<file path="src/rtl/dbs_pkg.sv">
// Shared types and constants for the depth bucket sorter.
// Used by every module in rtl/ except dbs_ram; depends on nothing.
`timescale 1ns / 1ps

package dbs_pkg;

  localparam int unsigned MaxPoints = 4096;
  localparam int unsigned Bins      = 128;
  localparam int unsigned IdxW      = 12;
  localparam int unsigned CntW      = 13;
  localparam int unsigned BinW      = 7;
  localparam int unsigned DepthW    = 32;
  localparam int unsigned NumW      = 41;

  localparam logic [DepthW-1:0] DepthMostPos = {1'b0, {(DepthW-1){1'b1}}};
  localparam logic [DepthW-1:0] DepthMostNeg = {1'b1, {(DepthW-1){1'b0}}};

  localparam logic REQ_PUSH = 1'b0;
  localparam logic REQ_READ = 1'b1;

  localparam logic [1:0] ST_OK       = 2'd0;
  localparam logic [1:0] ST_UNSORTED = 2'd1;
  localparam logic [1:0] ST_RANGE    = 2'd2;

  typedef struct packed {
    logic               req_type;
    logic signed [31:0] depth_value;
    logic               is_last;
    logic [11:0]        position;
  } in_item_t;

  typedef struct packed {
    logic [11:0] point_index;
    logic [6:0]  bucket;
    logic [1:0]  status;
  } out_item_t;

  typedef struct packed {
    logic     valid;
    in_item_t item;
  } cmd_t;

endpackage

</file>
<file path="src/rtl/dbs_front.sv">
// Front end: accepts items and holds them in a two-entry queue.
// Depends on dbs_pkg.
`timescale 1ns / 1ps

module dbs_front (
  input  logic              clk_i,
  input  logic              rst_ni,
  input  logic              in_valid_i,
  output logic              in_stall_o,
  input  dbs_pkg::in_item_t in_item_i,
  output dbs_pkg::cmd_t     cmd_o,
  input  logic              cmd_pop_i
);

  dbs_pkg::in_item_t slot_q [2];
  dbs_pkg::in_item_t slot_d [2];
  logic [1:0] fill_q, fill_d;
  logic       push;

  assign in_stall_o = (fill_q == 2'd2);
  assign push       = in_valid_i && !in_stall_o;
  assign cmd_o.valid = (fill_q != 2'd0);
  assign cmd_o.item  = slot_q[0];

  always_comb begin
    slot_d = slot_q;
    fill_d = fill_q;
    if (cmd_pop_i && fill_q != 2'd0) begin
      slot_d[0] = slot_q[1];
      fill_d    = fill_q - 2'd1;
    end
    if (push) begin
      // place behind whatever stays in the queue
      slot_d[fill_d[0]] = in_item_i;
      fill_d            = fill_d + 2'd1;
    end
  end

  always_ff @(posedge clk_i or negedge rst_ni) begin
    if (!rst_ni) begin
      fill_q <= 2'd0;
    end else begin
      fill_q <= fill_d;
    end
  end

  always_ff @(posedge clk_i) begin
    slot_q <= slot_d;
  end

endmodule

</file>
<file path="config.mk">
export PLATFORM = sky130hd
export DESIGN_NAME = dbs_front
export DESIGN_NICKNAME = d
export VERILOG_FILES = /design/src/rtl/dbs_pkg.sv /design/src/rtl/dbs_front.sv
export SDC_FILE = /design/constraint.sdc
export NUM_CORES = 1
export LEC_CHECK = 0
export ABC_CLOCK_PERIOD_IN_PS = 3150
export BUFFER_PORTS_ARGS = -buffer_cell sky130_fd_sc_hd__buf_2
export CAP_MARGIN = 20
export CORE_MARGIN = 2
export CORE_UTILIZATION = 42
export DETAILED_ROUTE_END_ITERATION = 8
export GPL_TIMING_DRIVEN = 0
export MAX_ROUTING_LAYER = met4
export PLACE_DENSITY = 0.73
export SYNTH_ARGS = -nofsm -noshare
export SYNTH_HDL_FRONTEND = slang
export SYNTH_SLANG_ARGS = --single-unit
</file>
<file path="constraint.sdc">
create_clock -name clk_i -period 3.15 [get_ports clk_i]
set_input_delay 0.63 -clock clk_i [delete_from_list [all_inputs] [get_ports clk_i]]
set_output_delay 0.63 -clock clk_i [all_outputs]
set_load 0.005 [all_outputs]
</file>
### After elaboration in Yosys (flattened, before gate mapping)

Cells that the tools add are included.

* word-level logic and storage cells: 27
* bits of input ports: 50
* bits in registers: 94
* output and inout port bits: 48

* eq/ne operators: 1
* bitwise logic cells: 1
* add/subtract/negate cells: 2
* multiplexer cells: 7
* reductions and logical operators: 5
* $lt $le $gt $ge: 2

Operator list (number)
* $bwmux W92: 1
* $mux W46: 2
* $mux W92: 1
* $demux W46 S1: 1
* $mux W2: 2
* $logic_and A1 B1 Y1: 3
* $add A2 B1 Y2 const B: 1
* $eq A2 B2 Y1 const B: 1
* $ge A2 B2 Y1 const B: 1
* $lt A2 B1 Y1 const B: 1
* $not A1 Y2: 1
* $reduce_bool A2 Y1: 1
* $sub A2 B1 Y2 const B: 1
* $logic_not A1 Y1: 1

### Depth between registers and ports, before layout

Gate-level depths: netlist of run 1.

* depth in word-level cells: 10
* gate-level depth with buffers: 8
* depth with buffers taken out: 6

### Least setup slack after synthesis of run 1

Ideal clock, no wire load.

* kind: flip-flop to flip-flop
* start point: reg fill_q[0]
* end point: reg with a tool-made name
* setup time: 408 ps
* slack: 594 ps
* clock period less this slack: 2556 ps
* arrival: 2147 ps
* path buffers: 0
* cell stages (with the launch flop): 6
* required time: 2742 ps
* cells stage by stage: dfrtp_1 inv_1 ha_1 nand2b_2 xnor2_1 ha_1

RTL lines
* start: declaration: line dbs_front.sv:17 `logic [1:0] fill_q, fill_d;`
* start signal: assignment: line dbs_front.sv:43 `fill_q <= fill_d;`

==> results of run 1 <==
## final cells by class
class                           instances  area, um2
Sequential cell                        94       2350
Clock inverter                          5       36.3
Tap cell                              129        161
Buffer                                 56        423
Fill cell                             842       4400
Inverter                                3       11.3
Multi-Input combinational cell        104       1300
Clock buffer                           11        141
Timing Repair Buffer                   98        505
## synth_stat cells
master | n | area share
sky130_fd_sc_hd__buf_6 | 5 | 0.014
sky130_fd_sc_hd__buf_4 | 46 | 0.085
sky130_fd_sc_hd__nand2_1 | 1 | 0.00092
sky130_fd_sc_hd__mux2_4 | 40 | 0.15
sky130_fd_sc_hd__inv_1 | 3 | 0.0028
sky130_fd_sc_hd__dfxtp_1 | 46 | 0.23
sky130_fd_sc_hd__clkbuf_1 | 1 | 0.00092
sky130_fd_sc_hd__xor2_1 | 1 | 0.0021
sky130_fd_sc_hd__and2_1 | 1 | 0.0015
sky130_fd_sc_hd__dfrtp_1 | 2 | 0.012
sky130_fd_sc_hd__nand2b_2 | 1 | 0.0021
sky130_fd_sc_hd__nor2b_1 | 1 | 0.0015
sky130_fd_sc_hd__edfxtp_1 | 46 | 0.34
sky130_fd_sc_hd__buf_2 | 2 | 0.0025
sky130_fd_sc_hd__buf_1 | 2 | 0.0018
sky130_fd_sc_hd__xnor2_1 | 2 | 0.0043
sky130_fd_sc_hd__mux2i_1 | 1 | 0.0025
sky130_fd_sc_hd__ha_1 | 3 | 0.0092
sky130_fd_sc_hd__or3b_1 | 1 | 0.0021
sky130_fd_sc_hd__mux2_2 | 52 | 0.14
## per-stage QoR
stage          instance area, um2  hold slack (ps)  cells
5_1_grt                      4930             20.9    500
3_3_place_gp                 4730              416    483
4_1_cts                      4930             24.2    500
3_5_place_dp                 4750              418    484
6_report                     4930             48.4    500
2_1_floorplan                4080              334    257
## routing by layer
layer / vias to the layer above / track usage
met5: - / -
met4: 0 / 0.0554
met3: 9 / 0.0373
met2: 62 / 0.220
met1: 1043 / 0.156
li1: 1080 / -
## power breakdown
group	total (uW)	internal, uW	switching, uW
clock	718	309	409
sequential	2010	1830	179
combinational	2360	1570	796
## path summary, 6_finish.rpt
kind	depth (start not counted)	start	endpoint
max in group asynchronous	1	rst_ni	fill_q[1]$_DFF_PN0_
worst min register to register	2	register	cmd_o[23]$_DFF_P_
min in group clk_i	1	in_item_i[39]	register
worst max-delay path	7	fill_q[0]$_DFF_PN0_	cmd_o[26]$_DFF_P_
worst min-delay path	1	rst_ni	fill_q[0]$_DFF_PN0_
worst max register to register	7	fill_q[0]$_DFF_PN0_	cmd_o[26]$_DFF_P_
## cell families (layout without fill, tap and decap cells)
group,Yosys count,after routing,synth area share
mux,93,93,0.293
fa+ha+maj,3,3,0.00920
buf+inv,59,173,0.106
xor+xnor,3,3,0.00644
simple gates,5,5,0.00828
flops,94,94,0.577
## worst register-to-register path: cells and delay by family, from the launching register on
kind                       cells  cell delay, ps
and+or+nand+nor                1             160
buffers and inverters          3             880
adders and majority gates      1             190
muxes                          2             650
DFF                            1             410
==> run summary, run 1 <==
TritonCTS clock tree: yes
Run status: finished clean
Cell area after synthesis: 0.00408 mm2
Max Buffers Root-to-Sink: 2
Fin crit period: 2400 ps
Number of pins exceeding their max-slew limit in the final report: 0
Remaining Overflow, GRT: 0
Net count of the mapped netlist: 310
Most common library cell in the layout ignoring fill and taps: sky130_fd_sc_hd__buf_2
Biggest fanout along the worst timing path: 10
Hold_buf cts: 0
Worst path required time: 3380 ps
Unrepaired setup endpoints after global routing: no
Avg Inst Size Synth: 15.9 um2
Critical path launch point type: register
Max frequency: 0.416 GHz
First-pass GRT wire length: 10,500 um
Post-route fraction of the period consumed by the critical path: 0.763
Final setup viols: 0
Count of routing violations after the opening detailed-route iteration: 26
Clock Sink Count: 94
Nets: 419
Total met3 wirelength after detailed routing: 368 um
Critical setup path kind: register to register
Final setup TNS: 0 ps
Routed wl met2: 3230 um
Weighted congestion at the end of routability-driven global placement: 0.708
Worst path top cell family by delay: buffers and inverters
Die Area: 0.0105 mm2
Worst-path cell with the longest stage delay: sky130_fd_sc_hd__buf_1
IO buf count: 97
DR pass1 iterations: 4
Part of the Yosys area used for sequential elements: 0.577
Total Power Consumption: 5090 uW
Share of layout cells above drive strength 1: 0.701
Initial cell density of the core: 0.437
Critical path data arrival time: 2630 ps
Rel. slew slack: 0.582
Via/cell ratio: 4.39
# Max-Cap Violations: 0
Area of the core: 0.00933 mm2
Post-place setup slack: 709 ps
Diode count: 0
Chip height: 103 um
Routed vias: 2,194
Largest net degree at the start of global routing: 25
Worst-skew pair later-pin latency: 350 ps
Cell at the root of the clock tree: sky130_fd_sc_hd__clkbuf_8
Top metal layer carrying routed signals: met4
Die width: 103 um
Most used cells in the layout excluding fill and tap cells: 99 x sky130_fd_sc_hd__buf_2, 52 x sky130_fd_sc_hd__mux2_2, 46 x sky130_fd_sc_hd__edfxtp_1, 46 x sky130_fd_sc_hd__buf_4, 46 x sky130_fd_sc_hd__dfxtp_1
Endpoint kind of the worst setup timing path: register
Post-synthesis to final-layout area growth: 20.8%
Flops & latches, synth: 94
Cell Chain, Critical Path: inv_1 -> ha_1 -> nand2b_2 -> buf_2 -> buf_1 -> mux2_2 -> mux2_4
CTS clk-pin slew, worst paths: 90 ps
Ys Warns: 0
Gate count after technology mapping: 257
Deepest level of the CTS H-tree: 3
Final Hold Violating Endpoints: 0
Number of global-route vias before repair: 2,264
Least setup slack across all paths after layout: 747 ps
TritonCTS buffer count: 9
Slew @ Worst Pin: 626 ps
Setup slack, reg-to-reg: 750 ps
Unique cell type count in the Yosys netlist: 20
CTS resizes: 0
End-of-flow core utilization: 0.528
Worst path bufs/invs: 3
Worst vdd ir: 0.508 mV
Number of antenna violations at the first check in global routing: 0
Total Wirelength: 6550 um
HPWL after detailed placement: 4580 um
Leakage power total: 0.00221 uW
Overall track demand over capacity in global routing: 0.134
Final worst clock skew: 13.5 ps
Largest incremental delay on the critical path: 500 ps
Antenna viol nets, final: 0
Hold Path Class: primary input to async pin
Post-CTS setup buffer count: 0
Number of DRC violations after detailed routing: 0
Count of pins on the block boundary: 98
Met1 routed wirelength after detailed routing: 2860 um
Site row count: 35
Drt wl/cell: 13.1 um
Power density of the placed cells: 1030 mW/mm2
(Power assumes the default switching activity.)
==> run 2, diff against run 1 <==
- ABC_CLOCK_PERIOD_IN_PS: 3150 -> 2200
- PLACE_DENSITY: 0.73 -> 0.76
- clock period: 3.15 -> 2.2 ns (I/O delays scaled with it)
==> run summary, run 2 (same netlist as run 1, synthesis figures left out) <==
Number of global-route vias before repair: 2,229 (-1.5%)
Chip height: 103 um (unchanged)
Biggest fanout along the worst timing path: 10 (unchanged)
Remaining Overflow, GRT: 0 (unchanged)
Unrepaired setup endpoints after global routing: no
Fillers: 815 (-3.2%)
Largest net degree at the start of global routing: 26 (+4.0%)
Design Area, Final: 0.00502 mm2 (+1.9%)
Diode count: 0 (unchanged)
Max frequency: 0.478 GHz (+15%)
TritonCTS buffer count: 9 (unchanged)
Critical setup path kind: register to register
Total Wirelength: 6520 um (-0.46%)
Worst r2r src: fill_q[0]$_DFF_PN0_
Weighted congestion at the end of routability-driven global placement: 0.640 (-9.6%)
Endpoint kind of the worst setup timing path: register
Cell Area, Placed: 0.00475 mm2 (unchanged)
Slew @ Worst Pin: 366 ps (-261 ps)
Worst path top cell family by delay: simple AND/OR/NAND/NOR gates
Most common library cell in the layout ignoring fill and taps: sky130_fd_sc_hd__buf_2
Final worst clock skew: 10.6 ps (-2.95 ps)
DR pass1 iterations: 4 (unchanged)
Initial cell density of the core: 0.437 (unchanged)
Clock Sink Count: 94 (unchanged)
Most repeated library cell on the critical path: sky130_fd_sc_hd__buf_6
Cells on Worst Hold Path: 1
Drt wl/cell: 12.9 um (-1.6%)
Area of all sequential standard cells: 0.00235 mm2 (unchanged)
IO buf count: 97 (unchanged)
Count of routing violations after the opening detailed-route iteration: 34 (+31%)
TritonCTS clock tree: yes
# Max-Cap Violations: 0 (unchanged)
Final setup viols: 0 (unchanged)
Die Area: 0.0105 mm2 (unchanged)
Startpoint of the most critical hold path: in_item_i[40]
Hold Path Class: primary input to register
First-pass GRT wire length: 10,300 um (-1.7%)
Die width: 103 um (unchanged)
Count of pins on the block boundary: 98 (unchanged)
Worst path required time: 2430 ps (-950 ps)
Nets: 425 (+1.4%)
Number of DRC violations after detailed routing: 0 (unchanged)
Cell at the root of the clock tree: sky130_fd_sc_hd__clkbuf_8
End-of-flow core utilization: 0.538 (+0.0102)
Fin crit period: 2090 ps (-311 ps)
Deepest level of the CTS H-tree: 3 (unchanged)
Routed vias: 2,229 (+1.6%)
Critical path data arrival time: 2330 ps (-300 ps)
Post-route fraction of the period consumed by the critical path: 0.951 (+0.188)
HPWL after detailed placement: 4570 um (-0.36%)
Rel. slew slack: 0.756 (+0.174)
Count of cells along the worst register-to-register path: 8 (+1)
Post-synthesis to final-layout area growth: 23.1%
Most used cells in the layout excluding fill and tap cells: 97 x sky130_fd_sc_hd__buf_2, 52 x sky130_fd_sc_hd__mux2_2, 52 x sky130_fd_sc_hd__buf_4
Worst-skew pair later-pin latency: 350 ps (about the same)
Antenna viol nets, final: 0 (unchanged)
Number of pins exceeding their max-slew limit in the final report: 0 (unchanged)
Largest incremental delay on the critical path: 380 ps (-120 ps)
Final Hold Violating Endpoints: 0 (unchanged)
Site row count: 35 (unchanged)
FF-to-FF End: cmd_o[20]$_DFF_P_
Max Buffers Root-to-Sink: 2 (unchanged)
Worst vdd ir: 0.835 mV (+64%)
Setup slack, reg-to-reg: 110 ps (-640 ps)
Cell Chain, Critical Path: inv_1 -> ha_1 -> nand2b_4 -> xnor2_2 -> or3b_1 -> buf_6 -> buf_6 -> mux2_4
Area of the core: 0.00933 mm2 (unchanged)
Worst path bufs/invs: 3 (unchanged)
Leakage power total: 0.00227 uW (+2.5%)
Worst Hold Slack: 271 ps (+223 ps)
Critical path launch point type: register
Overall track demand over capacity in global routing: 0.132 (-0.00239)
Share of layout cells above drive strength 1: 0.708 (+0.00741)
CTS clk-pin slew, worst paths: 90 ps (about the same)
Run status: finished clean
Number of antenna violations at the first check in global routing: 0 (unchanged)
Power density of the placed cells: 1490 mW/mm2 (+44%)
Via/cell ratio: 4.41 (+0.39%)
Area of the multi-input gates: 0.00132 mm2 (+1.7%)
Worst-path cell with the longest stage delay: sky130_fd_sc_hd__or3b_1
## run 2: layer usage
metal | wire length [um] | share of wire | vias up | track usage
li1 | - | - | 1089 | -
met1 | 2890 | 0.44 | 1074 | 0.160
met2 | 3220 | 0.49 | 61 | 0.212
met3 | 355 | 0.054 | 5 | 0.0420
met4 | 53 | 0.0081 | 0 | 0.0369
met5 | 0 | 0 | - | -
## run 2: cell type report
class / instances / area share
sequential: 94 / 0.468
multi-input combinational: 104 / 0.263
timing repair buffer: 104 / 0.110
buffer: 56 / 0.0869
tap: 129 / 0.0321
clock buffer: 9 / 0.0247
clock inverter: 7 / 0.0130
inverter: 3 / 0.00224
## run 2: through the flow
step | total power, uW | TNS (ps) | cells | worst slack [ps]
2_1_floorplan | 5470 | 0 | 257 | 107
3_3_place_gp | 6250 | -18450 | 483 | -329
3_5_place_dp | 6380 | -7550 | 484 | -235
4_1_cts | 7530 | 0 | 502 | 17.3
5_1_grt | 8010 | 0 | 506 | 11.0
6_report | 7490 | 0 | 506 | 109
## run 2: worst max path at each step
stage	start	end	slack, ps	depth (start not counted)
floorplan	fill_q[0]$_DFF_PN0_	register	110	5
global placement	fill_q[0]$_DFF_PN0_	register	-330	5
detailed placement	fill_q[0]$_DFF_PN0_	cmd_o[8]$_DFF_P_	-240	7
CTS	fill_q[0]$_DFF_PN0_	cmd_o[20]$_DFF_P_	20	8
global route	fill_q[0]$_DFF_PN0_	cmd_o[20]$_DFF_P_	10	8
finish	fill_q[0]$_DFF_PN0_	cmd_o[20]$_DFF_P_	110	8
## run 2: worst register-to-register path, cell delays in order (launching register included)
cell	delay, ps
sky130_fd_sc_hd__dfrtp_1	360
sky130_fd_sc_hd__inv_1	70
sky130_fd_sc_hd__ha_1	220
sky130_fd_sc_hd__nand2b_4	160
sky130_fd_sc_hd__xnor2_2	160
sky130_fd_sc_hd__or3b_1	380
sky130_fd_sc_hd__buf_6	160
sky130_fd_sc_hd__buf_6	170
sky130_fd_sc_hd__mux2_4	310
## run 2: power by group
part | internal, uW | switching (uW)
registers | 2620 | 254
clock network | 516 | 572
logic | 2340 | 1180
total | 5480 | 2010
## run 2: repair_timing
action | CTS | global route
buffers inserted | 1 | 4
resized for setup | 4 | 7
endpoints found under the setup margin | 52 | 58
pin swaps | 0 | 0
endpoints found under the hold margin | 2 | 0
hold buffers | 1 | 0
==> run 3, diff against run 2 <==
- ABC_CLOCK_PERIOD_IN_PS: 2200 -> 1830
- clock period: 2.2 -> 1.83 ns (I/O delays scaled with it)
==> run summary, run 3 (same netlist as run 1, synthesis figures left out) <==
First-pass GRT wire length: 10,600 um (+3.0%)
Most used cells in the layout excluding fill and tap cells: 97 x sky130_fd_sc_hd__buf_2, 55 x sky130_fd_sc_hd__buf_4, 52 x sky130_fd_sc_hd__mux2_2
TritonCTS clock tree: yes
Power density of the placed cells: 1820 mW/mm2 (+22%)
Total Wirelength: 7030 um (+7.8%)
Critical path launch point type: register
CTS clk-pin slew, worst paths: 90 ps (about the same)
Nets: 433 (+1.9%)
Net load switching power: 2550 uW (+27%)
Run status: complete, but fails checks
Critical path data arrival time: 2220 ps (-110 ps)
Worst Hold Slack: 197 ps (-74.1 ps)
Area of the core: 0.00933 mm2 (unchanged)
Worst-path cell with the longest stage delay: sky130_fd_sc_hd__or3b_4
Worst path required time: 2070 ps (-360 ps)
Fin crit period: 1970 ps (-116 ps)
Largest net degree at the start of global routing: 24 (-7.7%)
Cell Area, Placed: 0.00478 mm2 (+0.71%)
Number of pins exceeding their max-slew limit in the final report: 0 (unchanged)
Unrepaired setup endpoints after global routing: yes
Least setup slack across all paths after layout: -145 ps (-254 ps)
Final setup viols: 40 (+40)
Max frequency: 0.506 GHz (+5.9%)
Chip height: 103 um (unchanged)
Drt wl/cell: 13.6 um (+5.9%)
Site row count: 35 (unchanged)
Fillers: 804 (-1.3%)
Worst r2r src: fill_q[0]$_DFF_PN0_
Endpoint kind of the worst setup timing path: register
Die width: 103 um (unchanged)
Remaining Overflow, GRT: 0 (unchanged)
Routed vias: 2,268 (+1.7%)
Overall track demand over capacity in global routing: 0.138 (+0.00562)
Cell Chain, Critical Path: inv_2 -> ha_4 -> nand2b_4 -> xnor2_4 -> or3b_4 -> buf_8 -> mux2_4
Biggest fanout along the worst timing path: 10 (unchanged)
DR pass1 iterations: 4 (unchanged)
Cell at the root of the clock tree: sky130_fd_sc_hd__clkbuf_8
Count of routing violations after the opening detailed-route iteration: 33 (-2.9%)
# Max-Cap Violations: 0 (unchanged)
Final worst clock skew: 10.0 ps (-0.524 ps)
Leakage power total: 0.00235 uW (+3.7%)
Pint: 6930 uW (+26%)
Die Area: 0.0105 mm2 (unchanged)
Slew @ Worst Pin: 276 ps (-90.1 ps)
HPWL after detailed placement: 4460 um (-2.3%)
Weighted congestion at the end of routability-driven global placement: 0.665 (+3.8%)
Number of DRC violations after detailed routing: 0 (unchanged)
Worst path bufs/invs: 2 (-1)
Antenna viol nets, final: 0 (unchanged)
Power share of the clock group: 0.146 (about the same)
Rel. slew slack: 0.816 (+0.0600)
Post-synthesis to final-layout area growth: 27.5%
Critical setup path kind: register to register
Share of layout cells above drive strength 1: 0.732 (+0.0242)
Launching element of the worst setup path: fill_q[0]$_DFF_PN0_
Largest incremental delay on the critical path: 480 ps (+100 ps)
Final Hold Violating Endpoints: 0 (unchanged)
Design Area, Final: 0.00520 mm2 (+3.6%)
Initial cell density of the core: 0.437 (unchanged)
Sequential share of power: 0.366 (-0.018)
Number of global-route vias before repair: 2,245 (+0.72%)
TritonCTS buffer count: 9 (unchanged)
Violations in the final reports: setup timing
Post-route fraction of the period consumed by the critical path: 1.08 (+0.129)
Deepest level of the CTS H-tree: 3 (unchanged)
Clock Sink Count: 94 (unchanged)
Worst vdd ir: 0.844 mV (+1.1%)
Count of pins on the block boundary: 98 (unchanged)
Switching Fraction: 0.269 (+0.000650)
Part of the power in combinational logic: 0.488 (+0.017)
Number of antenna violations at the first check in global routing: 1 (+1)
Hold Path Class: primary input to register
Worst path top cell family by delay: simple AND/OR/NAND/NOR gates
Most common library cell in the layout ignoring fill and taps: sky130_fd_sc_hd__buf_2
IO buf count: 97 (unchanged)
Via/cell ratio: 4.40 (about the same)
Worst-skew pair later-pin latency: 350 ps (about the same)
Startpoint of the most critical hold path: in_item_i[24]
Max Buffers Root-to-Sink: 2 (unchanged)
run 3: changes by cell type in the layout (fill, tap and decap cells not counted), sizes merged:
| cell | delta |
|---|---|
| buf | +9 |
| clkinvlp | -2 |
| clkbuf | +1 |
| clkinv | -1 |
| diode | +1 |
| or3b | +1 |
run 3: metal layers:
layer,part of all wire,vias up,GRT usage
met2,0.49,57,0.219
li1,-,1118,-
met1,0.44,1085,0.167
met3,0.057,8,0.0359
met5,0,-,-
met4,0.012,0,0.0554
run 3: power groups by stage:
stage	combinational, uW	clock [uW]	sequential (uW)
6_report	4620	1380	3470
5_1_grt	5020	1520	3570
4_1_cts	4470	1450	3480
3_5_place_dp	4210	0	3550
3_3_place_gp	4140	0	3500
2_1_floorplan	3260	0	3440
run 3: repair_timing:
item / CTS / global route
hold buffers: 1 / 0
hold endpoints to repair: 2 / 0
setup buffers: 9 / 4
setup endpoints to repair: 92 / 81
pin swaps: 1 / 1
gates resized for setup: 9 / 12
gates cloned: 0 / 2
run 3: area by class of cell:
type | instances | area, um2 | share of cell area
inverters | 3 | 11.3 | 0.00217
multi-input cells | 105 | 1360 | 0.261
diodes | 1 | 2.50 | 0.000481
well taps | 129 | 161 | 0.0310
repair buffers | 112 | 649 | 0.125
clock inverters | 4 | 56.3 | 0.0108
clock buffers | 12 | 145 | 0.0279
plain buffers | 55 | 463 | 0.0890
flip-flops and latches | 94 | 2350 | 0.452
run 3: final timing paths:
check / end / slack [ps] / cells past startpoint
max: cmd_o[37]$_DFF_P_ / -140 / 7
min: register / 200 / 1
max reg2reg: cmd_o[37]$_DFF_P_ / -140 / 7
min reg2reg: cmd_o[20]$_DFF_P_ / 590 / 2
max in group asynchronous: fill_q[0]$_DFF_PN0_ / 1390 / 2
min in group asynchronous: fill_q[1]$_DFF_PN0_ / 330 / 2
run 3: worst reg2reg max path: stages (launching register included):
cell	delay [ps]
sky130_fd_sc_hd__dfrtp_2	380
sky130_fd_sc_hd__inv_2	60
sky130_fd_sc_hd__ha_4	150
sky130_fd_sc_hd__nand2b_4	160
sky130_fd_sc_hd__xnor2_4	140
sky130_fd_sc_hd__or3b_4	480
sky130_fd_sc_hd__buf_8	200
sky130_fd_sc_hd__mux2_4	310
run 3: stage by stage:
stage	instances	TNS (ps)	worst slack, ps	total power, uW	utilization
CTS	509	-6590	-167	9400	0.547
detailed placement	483	-25320	-385	7760	0.513
floorplan	257	-6300	-159	6700	-
global route	515	-6840	-193	10100	0.558
global placement	483	-24480	-365	7640	0.513
finish	515	-4980	-145	9470	0.558
